### src/rtl/pac_pkg.sv
package pac_pkg;

  localparam logic [7:0] CH_ZERO  = 8'h30;
  localparam logic [7:0] CH_ONE   = 8'h31;
  localparam logic [7:0] CH_EIGHT = 8'h38;
  localparam logic [7:0] CH_NINE  = 8'h39;
  localparam logic [7:0] CH_DOT   = 8'h2E;
  localparam logic [7:0] CH_COLON = 8'h3A;
  localparam logic [7:0] CH_LO_A  = 8'h61;
  localparam logic [7:0] CH_LO_C  = 8'h63;
  localparam logic [7:0] CH_LO_D  = 8'h64;
  localparam logic [7:0] CH_LO_E  = 8'h65;
  localparam logic [7:0] CH_LO_F  = 8'h66;
  localparam logic [7:0] CH_UP_A  = 8'h41;
  localparam logic [7:0] CH_UP_F  = 8'h46;

  localparam logic [2:0] COUNT_MAX = 3'd5;
  localparam logic [2:0] HEX_MAX   = 3'd4;
  localparam logic [1:0] LABEL_MAX = 2'd2;
  localparam logic [8:0] OCTET_OVF = 9'd256;

  typedef enum logic [2:0] {
    KIND_EMPTY  = 3'd0,
    KIND_IPV6   = 3'd1,
    KIND_LABEL  = 3'd2,
    KIND_QUAD   = 3'd3,
    KIND_DOMAIN = 3'd4
  } kind_t;

  typedef struct packed {
    logic [2:0][7:0] octet_store;
    logic [8:0]      current_value;
    logic [2:0]      octet_count;
    logic            in_octet_flag;
    logic            malformed_flag;
    logic            overflow_flag;
    logic            seen_colon;
    logic            seen_dot;
    logic            seen_other_char;
    logic [3:0][7:0] prefix_chars;
    logic [2:0]      char_count;
    logic [2:0]      hex_label_count;
    logic [1:0]      label_length;
    logic            label_is_hex;
  } scan_t;

endpackage

### src/rtl/pac_in_if.sv
interface pac_in_if;
  logic       valid;
  logic       ready;
  logic [7:0] character;
  logic       last;
  logic       empty_string;

  modport source (output valid, character, last, empty_string, input ready);
  modport sink (input valid, character, last, empty_string, output ready);
endinterface

### src/rtl/pac_out_if.sv
interface pac_out_if;
  logic       valid;
  logic       ready;
  logic       is_public;
  logic [2:0] address_kind;

  modport source (output valid, is_public, address_kind, input ready);
  modport sink (input valid, is_public, address_kind, output ready);
endinterface

### src/rtl/pac_scan.sv
module pac_scan
  import pac_pkg::*;
(
  input  logic       clk,
  input  logic       rst,
  input  logic       step,
  input  logic       finish,
  input  logic       empty_string,
  input  logic [7:0] character,
  output scan_t      scan
);

  scan_t state;
  scan_t taken;
  logic  is_digit;
  logic  is_hex;
  logic [11:0] value_x10;
  logic [11:0] value_sum;

  always_comb begin
    is_digit  = (character >= CH_ZERO) && (character <= CH_NINE);
    is_hex    = is_digit || ((character >= CH_LO_A) && (character <= CH_LO_F)) ||
                ((character >= CH_UP_A) && (character <= CH_UP_F));
    value_x10 = {state.current_value, 3'b000} + {2'b00, state.current_value, 1'b0};
    value_sum = value_x10 + {8'd0, character[3:0] - CH_ZERO[3:0]};

    taken = state;
    if (state.char_count < 3'd4) begin
      taken.prefix_chars[state.char_count[1:0]] = character;
    end
    if (state.char_count < COUNT_MAX) begin
      taken.char_count = state.char_count + 3'd1;
    end

    if (is_digit) begin
      if (state.octet_count >= 3'd4) begin
        taken.malformed_flag = 1'b1;
      end else if (!state.overflow_flag) begin
        if (value_sum > 12'd255) begin
          taken.overflow_flag = 1'b1;
          taken.current_value = OCTET_OVF;
        end else begin
          taken.current_value = value_sum[8:0];
        end
      end
      taken.in_octet_flag = 1'b1;
    end else if (character == CH_DOT) begin
      taken.seen_dot = 1'b1;
      if (!state.in_octet_flag || state.overflow_flag) begin
        taken.malformed_flag = 1'b1;
      end
      if (state.octet_count < 3'd3) begin
        taken.octet_store[state.octet_count[1:0]] = state.current_value[7:0];
      end
      if (state.octet_count < COUNT_MAX) begin
        taken.octet_count = state.octet_count + 3'd1;
      end
      taken.current_value = '0;
      taken.overflow_flag = 1'b0;
      taken.in_octet_flag = 1'b0;
    end else if (character == CH_COLON) begin
      taken.seen_colon = 1'b1;
    end else begin
      taken.seen_other_char = 1'b1;
    end

    if (character == CH_DOT) begin
      // a dot closes the label: count it if it was a lone hex digit
      if (state.label_length == 2'd1 && state.label_is_hex &&
          state.hex_label_count < HEX_MAX) begin
        taken.hex_label_count = state.hex_label_count + 3'd1;
      end
      taken.label_length = '0;
      taken.label_is_hex = 1'b0;
    end else begin
      if (state.label_length == 2'd0) begin
        taken.label_is_hex = is_hex;
      end
      if (state.label_length < LABEL_MAX) begin
        taken.label_length = state.label_length + 2'd1;
      end
    end

    scan = empty_string ? state : taken;
  end

  always_ff @(posedge clk) begin
    if (rst) begin
      state <= '0;
    end else if (step) begin
      if (finish) begin
        state <= '0;
      end else begin
        state <= scan;
      end
    end
  end

endmodule

### src/rtl/pac_judge.sv
module pac_judge
  import pac_pkg::*;
(
  input  scan_t scan,
  output logic  is_public,
  output kind_t kind
);

  logic       v6_pub;
  logic       quad_pub;
  logic       domain_pub;
  logic [2:0] hex_closed;
  logic [7:0] a;
  logic [7:0] b;
  logic [7:0] p0;
  logic [7:0] p1;
  logic [7:0] p2;
  logic [7:0] p3;

  always_comb begin
    a  = scan.octet_store[0];
    b  = scan.octet_store[1];
    p0 = scan.prefix_chars[0];
    p1 = scan.prefix_chars[1];
    p2 = scan.prefix_chars[2];
    p3 = scan.prefix_chars[3];

    // the open label is closed at string end
    hex_closed = scan.hex_label_count;
    if (scan.label_length == 2'd1 && scan.label_is_hex && scan.hex_label_count < HEX_MAX) begin
      hex_closed = scan.hex_label_count + 3'd1;
    end

    v6_pub = 1'b1;
    if (scan.char_count == 3'd3 && p0 == CH_COLON && p1 == CH_COLON && p2 == CH_ONE) begin
      v6_pub = 1'b0;
    end
    if (scan.char_count == 3'd2 && p0 == CH_COLON && p1 == CH_COLON) begin
      v6_pub = 1'b0;
    end
    if (scan.char_count >= 3'd2 && p0 == CH_LO_F &&
        (p1 == CH_LO_F || p1 == CH_LO_C || p1 == CH_LO_D)) begin
      v6_pub = 1'b0;
    end
    if (scan.char_count >= 3'd4 && p0 == CH_LO_F && p1 == CH_LO_E &&
        p2 == CH_EIGHT && p3 == CH_ZERO) begin
      v6_pub = 1'b0;
    end

    quad_pub = scan.in_octet_flag && !scan.overflow_flag &&
               scan.octet_count == 3'd3 && !scan.malformed_flag;
    if (a == 8'd0 || a == 8'd10 || a == 8'd127) quad_pub = 1'b0;
    if (a == 8'd169 && b == 8'd254) quad_pub = 1'b0;
    if (a == 8'd172 && b >= 8'd16 && b <= 8'd31) quad_pub = 1'b0;
    if (a == 8'd192 && b == 8'd168) quad_pub = 1'b0;
    if (a == 8'd100 && b >= 8'd64 && b <= 8'd127) quad_pub = 1'b0;
    if (a >= 8'd224) quad_pub = 1'b0;

    domain_pub = (hex_closed < HEX_MAX) &&
                 !(scan.char_count >= 3'd2 && p0 == CH_ZERO && p1 == CH_DOT);

    if (scan.char_count == 3'd0) begin
      kind      = KIND_EMPTY;
      is_public = 1'b0;
    end else if (scan.seen_colon) begin
      kind      = KIND_IPV6;
      is_public = v6_pub;
    end else if (!scan.seen_dot) begin
      kind      = KIND_LABEL;
      is_public = p0 != CH_ZERO;
    end else if (!scan.seen_other_char) begin
      kind      = KIND_QUAD;
      is_public = quad_pub;
    end else begin
      kind      = KIND_DOMAIN;
      is_public = domain_pub;
    end
  end

endmodule

### src/rtl/public_address_classifier.sv
// Public address classifier.
// text:    one beat per character of an address string; last marks the final
//          character, empty_string ends the string with no character added.
// verdict: one beat per string end, carrying is_public and address_kind
//          (empty, IPv6 literal, single label, dotted quad, domain name).
// Pipeline: two register stages, the input register and the verdict register;
//          a string end is judged on leaving the first and held in the second.
// Throughput: one character per cycle, back to back, but for the stall below;
//          a beat is folded into the scan state by one short compare-add pass.
// Stall: while the verdict register holds an untaken beat, further
//          characters that do not end a string still flow into the scan
//          state; a second string end waits in the input register and
//          text.ready drops until the verdict beat is taken.
// Reset: rst (synchronous) empties both stages and clears the scan state, so
//          the next beat starts a new string.
module public_address_classifier
  import pac_pkg::*;
(
  input logic   clk,
  input logic   rst,
  pac_in_if.sink    text,
  pac_out_if.source verdict
);

  logic       held;
  logic [7:0] held_char;
  logic       held_last;
  logic       held_empty;
  logic       held_end;
  logic       advance;
  logic       out_valid;
  logic       out_public;
  kind_t      out_kind;
  scan_t      scan;
  logic       judge_public;
  kind_t      judge_kind;

  assign held_end   = held_empty || held_last;
  assign advance    = held && (!held_end || !out_valid || verdict.ready);
  assign text.ready = !held || advance;

  always_ff @(posedge clk) begin
    if (rst) begin
      held <= 1'b0;
    end else if (text.valid && text.ready) begin
      held <= 1'b1;
    end else if (advance) begin
      held <= 1'b0;
    end
  end

  always_ff @(posedge clk) begin
    if (text.valid && text.ready) begin
      held_char  <= text.character;
      held_last  <= text.last;
      held_empty <= text.empty_string;
    end
  end

  pac_scan u_scan (
    .clk          (clk),
    .rst          (rst),
    .step         (advance),
    .finish       (held_end),
    .empty_string (held_empty),
    .character    (held_char),
    .scan         (scan)
  );

  pac_judge u_judge (
    .scan      (scan),
    .is_public (judge_public),
    .kind      (judge_kind)
  );

  always_ff @(posedge clk) begin
    if (rst) begin
      out_valid <= 1'b0;
    end else if (advance && held_end) begin
      out_valid <= 1'b1;
    end else if (verdict.ready) begin
      out_valid <= 1'b0;
    end
  end

  always_ff @(posedge clk) begin
    if (advance && held_end) begin
      out_public <= judge_public;
      out_kind   <= judge_kind;
    end
  end

  assign verdict.valid        = out_valid;
  assign verdict.is_public    = out_public;
  assign verdict.address_kind = out_kind;

  a_end_gives_verdict: assert property (@(posedge clk) disable iff (rst)
    advance && held_end |=> out_valid)
    else $error("string end did not load a verdict");

  a_clear_after_end: assert property (@(posedge clk) disable iff (rst)
    advance && held_end |=> u_scan.state.char_count == 3'd0)
    else $error("scan state not cleared after verdict");

  a_no_overwrite: assert property (@(posedge clk) disable iff (rst)
    out_valid && !verdict.ready |-> !(advance && held_end))
    else $error("pending verdict overwritten");

  a_empty_private: assert property (@(posedge clk) disable iff (rst)
    out_valid && out_kind == KIND_EMPTY |-> !out_public)
    else $error("empty string judged public");

endmodule
### src/flat_wrapper.sv
// flat-port wrapper written by rule: the top's interface ports become plain ports
module public_address_classifier_flat import pac_pkg::*;
  (clk, rst, text_valid, text_character, text_last, text_empty_string, text_ready, verdict_valid, verdict_is_public, verdict_address_kind, verdict_ready);
  pac_in_if text_i ();
  pac_out_if verdict_i ();
  input logic clk;
  input logic rst;
  input wire logic [$bits(text_i.valid)-1:0] text_valid;
  input wire logic [$bits(text_i.character)-1:0] text_character;
  input wire logic [$bits(text_i.last)-1:0] text_last;
  input wire logic [$bits(text_i.empty_string)-1:0] text_empty_string;
  output wire logic [$bits(text_i.ready)-1:0] text_ready;
  output wire logic [$bits(verdict_i.valid)-1:0] verdict_valid;
  output wire logic [$bits(verdict_i.is_public)-1:0] verdict_is_public;
  output wire logic [$bits(verdict_i.address_kind)-1:0] verdict_address_kind;
  input wire logic [$bits(verdict_i.ready)-1:0] verdict_ready;
  assign text_i.valid = text_valid;
  assign text_i.character = text_character;
  assign text_i.last = text_last;
  assign text_i.empty_string = text_empty_string;
  assign text_ready = text_i.ready;
  assign verdict_valid = verdict_i.valid;
  assign verdict_is_public = verdict_i.is_public;
  assign verdict_address_kind = verdict_i.address_kind;
  assign verdict_i.ready = verdict_ready;
  public_address_classifier u_core (.clk(clk), .rst(rst), .text(text_i), .verdict(verdict_i));
endmodule
### config.mk
export PLATFORM = sky130hd
export DESIGN_NAME = public_address_classifier_flat
export DESIGN_NICKNAME = d
export VERILOG_FILES = /design/src/rtl/pac_pkg.sv /design/src/rtl/pac_in_if.sv /design/src/rtl/pac_out_if.sv /design/src/rtl/pac_scan.sv /design/src/rtl/pac_judge.sv /design/src/rtl/public_address_classifier.sv /design/src/flat_wrapper.sv
export SDC_FILE = /design/constraint.sdc
export NUM_CORES = 1
export LEC_CHECK = 0
export ABC_AREA = 0
export ABC_CLOCK_PERIOD_IN_PS = 8450
export BUFFER_PORTS_ARGS = -buffer_cell sky130_fd_sc_hd__buf_2
export CELL_PAD_IN_SITES_DETAIL_PLACEMENT = 1
export CELL_PAD_IN_SITES_GLOBAL_PLACEMENT = 1
export CORE_UTILIZATION = 35
export DETAILED_ROUTE_END_ITERATION = 10
export HOLD_SLACK_MARGIN = 0.12
export PLACE_DENSITY = 0.61
export SETUP_SLACK_MARGIN = 0.5
export SYNTH_ARGS = -nofsm -noshare
export SYNTH_HDL_FRONTEND = slang
export SYNTH_SLANG_ARGS = --single-unit
### constraint.sdc
create_clock -name clk -period 8.45 [get_ports clk]
set_input_delay 1.2675 -clock clk [delete_from_list [all_inputs] [get_ports clk]]
set_output_delay 1.2675 -clock clk [all_outputs]
set_load 0.02 [all_outputs]
==> flow_summary.yaml, run 1 <==
detailed_routing:
  drt_iter0_drc: 269
  wire_per_inst_um: 20.2
  drc: 0
  ant_nets: 0
  num_vias: 4838
  vias_per_cell: 5.99
  dr.pass1.iters: 4
  wirelength_um: 16300
sta:
  rsz0062_at_grt: "no"
  hold_viol_final: 0
  finalCritPeriodShare: 0.447
  tightest_slew_ns: 1.03
  skew_ns: 0.0123
  maxSlewHeadroom: 0.311
  maxSlewViolCount: 0
  setup_ws_ns: 4.67
  tns_ns: 0
  min_period_ns: 3.78
  hold_ws_ns: 0.498
  fmax_mhz: 265
  setup_viol: 0
synthesis:
  yosys_most_used_dff: "dfxtp_1"
  async_reset_ff_frac: 0
  yosys_warnings: 0
  ys_seq_area_frac: 0.365
  synth_nets: 670
  syn_area_um2: 5380
  synth.avg_cell_area_um2: 8.60
  synth_edf_count: 14
  yosysUniqueCellTypes: 76
  yosys_register_bits: 91
  syn_inst: 626
floorplanning:
  ioPinCount: 20
  num_rows: 44
  die_y_um: 126
  dieArea_um2: 15900
  start_util: 0.365
  die_w_um: 126
  coreArea_um2: 14800
setup_path:
  reg2reg_depth: 11
  worstSetupEndpoint: "u_core.u_scan.state[51]$_SDFFE_PP0P_"
  cp.required_ns: 8.75
  path_cells: "inv_1, fa_1, inv_1, fa_1, a211oi_1, nor2_1, o41ai_1, xor2_1, and4_1, and4_1, a22o_1"
  crit_family: "adder cells"
  cp.depth: 11
  crit_path_top_delay_cell: "edfxtp_1"
  reg2reg_from: "u_core.held_char[3]$_DFFE_PP_"
  critPathKind: "reg2reg"
  slowest_delay_ns: 0.64
  r2r-end: "u_core.u_scan.state[51]$_SDFFE_PP0P_"
  crit_path_start: "u_core.held_char[3]$_DFFE_PP_"
  path_buf_inv: 2
  path_max_fanout: 13
  reg2reg_slack_ns: 4.67
  arrival_ns: 4.07
  cp-start-kind: "register"
  endpoint_kind: "register"
placed_design:
  gp_congestion: 0.876
  portBuffers: 19
  place_ws_ns: 4.74
  dpl.hpwl_um: 11400
  dpl-instance-area_um2: 5550
power:
  power.density_nw_per_um2: 158
  p_leak_uw: 0.00214
  peakVddDrop_mv: 0.109
cells_and_area:
  nets: 663
  syn_to_final_growth_pct: 9.00
  diodes: 0
  fillCellCount: 1774
  layout-drive-gt1-share: 0.0817
  final_cell_area_um2: 5870
  layout_commonest_cell: "nor2_1"
  final_cell_mix: "nor2_1, dfxtp_1, a22oi_1, a21oi_1, nand2_1"
cts:
  cts-resized-gates: 0
  clkSlewWorstSetupHoldPaths_ns: 0.07
  clock_sinks: 91
  clockBufferDepth: 2
  htreeDepth: 3
  cts_inserted_buffers: 9
  clkLatencyLatePin_ns: 0.36
  cts_tree: "done"
  postCtsSetupBuffers: 0
  hold_buffers: 0
  clockRootBuffer: "clkbuf_16"
global_routing:
  grtUsageTotal: 0.216
  busiest_layer: "met2"
  use_met2: 0.374
  grt_start_max_net_pins: 76
  antenna_found_initial: 0
  grt_first_pass_wirelength_um: 27000
  met1_usage: 0.276
  overflow: 0
  grt_pass1_vias: 5022
  use_met3: 0.0336
status:
  status: "finished, final reports clean"
job:
  max-cap-violations: 0
worst_hold_path:
  hold_class: "reg2reg"
  worst_hold_startpoint: "u_core.u_scan.state[18]$_SDFFE_PP0P_"
==> power breakdown <==
part | switching, uW | internal [uW]
logic | 33.8 | 13.6
registers | 13.4 | 445
clock network | 206 | 214
==> metal layers <==
metal / wire (um) / part of all wire
met4: 251 / 0.015
met1: 7570 / 0.46
met5: 0 / 0
met3: 413 / 0.025
met2: 8080 / 0.50
==> flip-flops by register name, summed over array words and instances (netlist names) <==
| signal | flops |
|---|---|
| u_core.held | 1 |
| u_core.held_char | 8 |
| u_core.held_empty | 1 |
| u_core.held_last | 1 |
| u_core.u_scan.state | 75 |
| u_core.verdict.address_kind | 3 |
| u_core.verdict.is_public | 1 |
| u_core.verdict.valid | 1 |
==> kinds of logic (layout without fill, tap and decap cells) <==
kind of cell / Yosys count / count (layout) / synth area share
adder cells (fa/ha/maj): 30 / 30 / 0.0725
flip-flops: 91 / 91 / 0.365
AO/OA/AOI/OAI: 176 / 176 / 0.232
XOR/XNOR: 7 / 7 / 0.0114
multiplexers: 9 / 9 / 0.0167
buffers and inverters: 59 / 57 / 0.0474
AND/OR/NAND/NOR: 254 / 254 / 0.255
==> worst min-delay path by stage <==
stage	end	cells after the start	slack (ns)
final	u_core.u_scan.state[18]$_SDFFE_PP0P_	2	0.50
after global routing	u_core.u_scan.state[18]$_SDFFE_PP0P_	2	0.54
after CTS	u_core.u_scan.state[18]$_SDFFE_PP0P_	2	0.51
after detailed placement	u_core.u_scan.state[18]$_SDFFE_PP0P_	2	0.49
after global placement	u_core.u_scan.state[17]$_SDFFE_PP0P_	2	0.48
after floorplan	u_core.u_scan.state[18]$_SDFFE_PP0P_	2	0.45
==> cell type report <==
type,count,area [um2],share of cell area
multi-input cells,476,3160,0.539
clock inverters,7,91.3,0.0156
clock buffers,9,225,0.0384
flip-flops and latches,91,1960,0.334
repair buffers,23,125,0.0213
inverters,18,67.6,0.0115
well taps,184,230,0.0392
==> cells in the mapped netlist, types with 4 or more instances <==
| master | n | area share |
|---|---|---|
| a211oi_1 | 6 | 0.0084 |
| a21o_1 | 5 | 0.0070 |
| a21oi_1 | 33 | 0.031 |
| a22o_1 | 6 | 0.0098 |
| a22oi_1 | 51 | 0.071 |
| a31oi_1 | 7 | 0.0081 |
| a32oi_1 | 5 | 0.0081 |
| and3_1 | 5 | 0.0058 |
| and4_1 | 5 | 0.0081 |
| and4b_1 | 5 | 0.0093 |
| clkbuf_1 | 30 | 0.021 |
| dfxtp_1 | 77 | 0.29 |
| edfxtp_1 | 14 | 0.078 |
| ha_1 | 28 | 0.065 |
| inv_1 | 18 | 0.013 |
| mux2i_1 | 9 | 0.017 |
| nand2_1 | 31 | 0.022 |
| nand2b_1 | 11 | 0.013 |
| nand3_1 | 11 | 0.010 |
| nand4_1 | 9 | 0.010 |
| nor2_1 | 98 | 0.068 |
| nor2b_1 | 6 | 0.0070 |
| nor3_1 | 24 | 0.022 |
| nor3b_1 | 9 | 0.013 |
| nor4_1 | 9 | 0.010 |
| nor4b_1 | 5 | 0.0081 |
| o211ai_1 | 5 | 0.0070 |
| o21ai_0 | 15 | 0.014 |
| o21ai_1 | 5 | 0.0046 |
| o31ai_1 | 7 | 0.0098 |
| xor2_1 | 4 | 0.0065 |
==> worst min-delay path, delay by kind of cell (launching register included) <==
kind               cells  cell delay, ns
DFF                    1            0.33
AOI/OAI and AO/OA      1            0.06
and+or+nand+nor        1            0.07
==> metrics by stage <==
stage	util	instances	total power (uW)
after global placement	0.376	792	514
after global routing	0.398	808	959
final	0.398	808	925
after detailed placement	0.376	792	516
after CTS	0.398	808	940
after floorplan	-	626	495
No activity file was read; power rests on OpenSTA's default activity.
==> inputs of run 2 (changes only) <==
ABC_CLOCK_PERIOD_IN_PS = 3670   (was 8450)
clock period = 3.67 ns   (was 8.45 ns; I/O delays follow)
==> run 2 against run 1 <==
- count of clock-buffer cells in the layout rose by 1
- fmax rose by 24%
- total power rose by 130%
- largest cell class unchanged
- critical path depth fell by 2
- critical path type unchanged
- sequential power rose by 130%
- cell count rose by 2.6%
- die area did not move
- hold slack got worse by 0.14 ns
- sequential share of layout area fell by 0.98 points
- setup slack got worse by 4.0 ns
- global-route usage rose by 0.70 points
==> flow_summary.yaml, run 2 (synthesis results as in run 1) <==
sta:
  hold_viol_final: 0
  finalCritPeriodShare: 0.829
  setup_viol: 0
  rsz0062_at_grt: "no"
  skew_ns: 0.0132
  maxSlewViolCount: 0
  maxSlewHeadroom: 0.407
  fmax_mhz: 329
  tightest_slew_ns: 0.890
  min_period_ns: 3.04
  tns_ns: 0
detailed_routing:
  drt_iter0_drc: 298
  num_vias: 4929
  dr.pass1.iters: 4
  wire_per_inst_um: 20.3
  ant_nets: 0
  wirelength_um: 16800
  drc: 0
  vias_per_cell: 5.95
floorplanning:
  num_rows: 44
  start_util: 0.365
  die_y_um: 126
  die_w_um: 126
  coreArea_um2: 14800
  dieArea_um2: 15900
  ioPinCount: 20
setup_path:
  critPathKind: "reg2reg"
  arrival_ns: 3.24
  crit_family: "compound AO/OA/AOI/OAI gates"
  path_cells: "ha_1, ha_1, a21o_1, nor3_1, nor4b_1, o2111a_1, a41o_1, o2111ai_1, a211oi_2"
  endpoint_kind: "register"
  crit_path_start: "u_core.u_scan.state[54]$_SDFFE_PP0P_"
  path_max_fanout: 10
  cp_common_cell: "ha_1"
  slowest_delay_ns: 0.62
  reg2reg_from: "u_core.u_scan.state[54]$_SDFFE_PP0P_"
  cp.required_ns: 3.86
  path_buf_inv: 0
  cp-start-kind: "register"
  crit_path_top_delay_cell: "dfxtp_1"
  reg2reg_slack_ns: 0.63
cells_and_area:
  largest-register: "u_core.u_scan.state"
  nets: 684
  syn_to_final_growth_pct: 12.4
  layout-drive-gt1-share: 0.121
  diodes: 0
  final_cell_area_um2: 6050
  final_cell_mix: "nor2_1, dfxtp_1, a22oi_1, a21oi_1, nand2_1"
  layout_commonest_cell: "nor2_1"
  largest_reg_flops: 75
placed_design:
  portBuffers: 19
  gp_congestion: 0.854
  dpl.hpwl_um: 12200
  dpl-instance-area_um2: 5640
cts:
  htreeDepth: 3
  clockBufferDepth: 2
  cts_inserted_buffers: 9
  hold_buffers: 0
  clock_sinks: 91
  clkLatencyLatePin_ns: 0.36
  clockRootBuffer: "clkbuf_16"
  cts_tree: "done"
  clkSlewWorstSetupHoldPaths_ns: 0.08
global_routing:
  antenna_found_initial: 0
  met1_usage: 0.269
  use_met3: 0.0399
  grt_pass1_vias: 5184
  grt_start_max_net_pins: 40
  busiest_layer: "met2"
  grtUsageTotal: 0.223
  overflow: 0
  grt_first_pass_wirelength_um: 27700
  use_met2: 0.398
power:
  p_leak_uw: 0.00224
  power.density_nw_per_um2: 358
  peakVddDrop_mv: 0.221
worst_hold_path:
  worst_hold_startpoint: "text_character[6]"
  hold_class: "in2reg"
job:
  max-cap-violations: 0
status:
  status: "finished, final reports clean"
==> run 2: cell count changes in the layout (fill, tap and decap cells not counted), sizes merged <==
cell,previous run,this run
buf,23,44
bufinv,0,1
clkinv,4,0
clkinvlp,0,1
clkbuf,9,10
inv,21,22
==> run 2: power by group <==
group | internal, uW | total, uW | switching [uW]
clock network | 545 | 989 | 443
registers | 1020 | 1040 | 13.0
logic | 41.4 | 140 | 98.1
==> run 2: cell type report <==
class / instances / area [um2]
fillers: 1747 / 8710
clock inverters: 6 / 80.1
repair buffers: 44 / 283
well taps: 184 / 230
clock buffers: 10 / 229
multi-input cells: 476 / 3190
inverters: 18 / 67.6
flip-flops and latches: 91 / 1960
==> run 2: path summary, 6_finish.rpt <==
| check | end | cells after the start |
|---|---|---|
| worst min register to register | u_core.u_scan.state[5]$_SDFFE_PP0P_ | 2 |
| worst max-delay path | u_core.verdict.is_public$_SDFFCE_PP0P_ | 9 |
| worst max register to register | u_core.verdict.is_public$_SDFFCE_PP0P_ | 9 |
| worst min-delay path | u_core.held_char[6]$_DFFE_PP_ | 1 |
==> run 2: timing repair <==
| action | CTS | global route |
|---|---|---|
| resized for setup | 4 | 5 |
| setup buffers | 1 | 8 |
| setup endpoints to repair | 6 | 6 |
| pin swaps | 2 | 4 |
| hold endpoints to repair | 0 | 0 |
==> run 2: per-layer routing <==
metal	part of all wire	vias up
met1	0.44	2471
met5	0	-
met4	0.018	0
met2	0.51	57
met3	0.022	23
li1	-	2378
==> run 2: metrics by stage <==
step,instances,setup slack (ns),utilization,hold slack (ns),total power [uW]
finish,829,0.627,0.410,0.356,2160
CTS,821,0.532,0.405,0.345,2180
global route,829,0.506,0.410,0.352,2230
detailed placement,804,0.365,0.382,0.499,1190
global placement,804,0.478,0.382,0.476,1190
floorplan,626,0.504,-,0.454,1140
==> inputs of run 3 (changes only) <==
ABC_CLOCK_PERIOD_IN_PS = 2500   (was 3670)
PLACE_DENSITY = 0.63   (was 0.61)
clock period = 2.5 ns   (was 3.67 ns; I/O delays follow)
==> run 3 against run 2 <==
- register-to-register slack lost 1.0 ns
- die area is the same
- critical path depth grew 2
- fmax grew 4.4%
- combinational power grew 140%
- largest power group unchanged
- sequential power grew 46%
- the flow now finishes with violations (negative setup slack)
- first-iteration DRC count shrank 19%
- setup slack lost 1.0 ns
- global-route usage grew 2.1 points
- largest cell class unchanged
- non-clock buffer count grew 129
==> flow_summary.yaml, run 3 (synthesis results as in run 1) <==
status:
  status: "complete, but fails checks"
  violations: "negative setup slack"
cells_and_area:
  fillCellCount: 1718
  layout_commonest_cell: "buf_4"
  diodes: 0
  syn_to_final_growth_pct: 42.4
  largest_reg_flops: 75
  final_cell_mix: "buf_4, nor2_1, dfxtp_1, a22oi_2, buf_6"
  final_core_util: 0.520
  largest-register: "u_core.u_scan.state"
  nets: 813
  layout-drive-gt1-share: 0.393
power:
  power_frac_comb: 0.104
  switching_share: 0.280
  p_clk_frac: 0.433
  power.density_nw_per_um2: 428
  pwr-share-seq: 0.463
  p_int_uw: 2360
  switching_power_uw: 918
  peakVddDrop_mv: 0.409
  p_leak_uw: 0.00302
sta:
  tightest_slew_ns: 0.635
  skew_ns: 0.0149
  tns_ns: -3.44
  setup_viol: 12
  maxSlewHeadroom: 0.576
  finalCritPeriodShare: 1.17
  fmax_mhz: 343
  rsz0062_at_grt: "yes"
  hold_viol_final: 0
  min_period_ns: 2.91
  maxSlewViolCount: 0
  setup_ws_ns: -0.414
global_routing:
  grt_first_pass_wirelength_um: 30400
  overflow: 0
  grt_start_max_net_pins: 38
  grt_pass1_vias: 5961
  grtUsageTotal: 0.244
  antenna_found_initial: 0
placed_design:
  portBuffers: 19
  place_ws_ns: -0.398
  gp_congestion: 0.873
  dpl.hpwl_um: 13600
floorplanning:
  coreArea_um2: 14800
  ioPinCount: 20
  num_rows: 44
  start_util: 0.365
  die_y_um: 126
  die_w_um: 126
  dieArea_um2: 15900
setup_path:
  cp.required_ns: 2.70
  path_max_fanout: 2
  critPathKind: "reg2reg"
  reg2reg_depth: 11
  cp-start-kind: "register"
  arrival_ns: 3.12
  endpoint_kind: "register"
  r2r-end: "u_core.verdict.is_public$_SDFFCE_PP0P_"
  reg2reg_slack_ns: -0.41
  reg2reg_from: "u_core.u_scan.state[50]$_SDFFE_PP0P_"
detailed_routing:
  drt_iter0_drc: 240
  dr.pass1.iters: 5
  num_vias: 5602
  ant_nets: 0
  wirelength_um: 19400
  vias_per_cell: 5.85
  drc: 0
  wire_per_inst_um: 20.3
worst_hold_path:
  min_to: "u_core.held_char[4]$_DFFE_PP_"
  hold_class: "in2reg"
  worst_hold_startpoint: "text_character[4]"
  hold_path_depth: 1
cts:
  clockBufferDepth: 2
  clock_sinks: 91
  clkSlewWorstSetupHoldPaths_ns: 0.08
  cts_inserted_buffers: 9
  clockRootBuffer: "clkbuf_16"
  htreeDepth: 3
  clkLatencyLatePin_ns: 0.37
  cts_tree: "done"
job:
  max-cap-violations: 0
-- run 3: what timing repair did --
action | CTS | global route
pin swaps | 22 | 57
setup endpoints to repair | 62 | 75
endpoints found under the hold margin | 0 | 0
cloned | 0 | 0
hold buffers | 0 | 0
setup buffers | 19 | 18
gates resized for setup | 70 | 87
-- run 3: area by class of cell --
cell class	instances	area, um2	share of cell area
timing repair buffer	173	1410	0.183
multi-input combinational	476	3680	0.480
inverter	18	70.1	0.00914
clock buffer	9	225	0.0294
sequential	91	1960	0.256
clock inverter	7	91.3	0.0119
tap	184	230	0.0300
-- run 3: metrics by stage --
step | power (uW) | hold WS, ns | cells | instance area, um2
4_1_cts | 3260 | 0.172 | 940 | 7150
6_report | 3280 | 0.179 | 958 | 7660
3_5_place_dp | 1800 | 0.500 | 905 | 6430
2_1_floorplan | 1680 | 0.454 | 626 | 5420
3_3_place_gp | 1790 | 0.475 | 905 | 6430
5_1_grt | 3380 | 0.175 | 958 | 7660
-- run 3: how the worst max path moves through the flow --
stage	startpoint	end
after floorplan	u_core.held_char[3]$_DFFE_PP_	u_core.u_scan.state[50]$_SDFFE_PP0P_
after global placement	u_core.held_char[2]$_DFFE_PP_	u_core.verdict.is_public$_SDFFCE_PP0P_
after detailed placement	u_core.u_scan.state[50]$_SDFFE_PP0P_	u_core.u_scan.state[51]$_SDFFE_PP0P_
after CTS	u_core.u_scan.state[50]$_SDFFE_PP0P_	u_core.verdict.is_public$_SDFFCE_PP0P_
after global routing	u_core.held_char[3]$_DFFE_PP_	u_core.verdict.is_public$_SDFFCE_PP0P_
final	u_core.u_scan.state[50]$_SDFFE_PP0P_	u_core.verdict.is_public$_SDFFCE_PP0P_
-- run 3: power by group through the flow --
stage                     combinational [uW]  clock (uW)  sequential [uW]
after global placement                   242           0             1550
after CTS                                282        1470             1520
after floorplan                          125           0             1550
after global routing                     360        1500             1520
final                                    341        1420             1520
after detailed placement                 249           0             1550
-- run 3: layer usage --
layer	part of all wire	global-route usage	vias up
li1	-	-	2645
met1	0.41	0.269	2815
met2	0.53	0.448	93
met3	0.028	0.0467	49
met4	0.035	0.118	0
met5	0	0	-
-- run 3: critical path: stages, from the launching register on --
cell,delay (ns)
dfxtp_2,0.35
inv_2,0.05
fa_1,0.54
inv_2,0.05
fa_2,0.35
a211oi_2,0.21
nor2_2,0.07
o41ai_2,0.26
xor2_1,0.22
a41o_1,0.27
o2111ai_2,0.14
a211oi_2,0.24
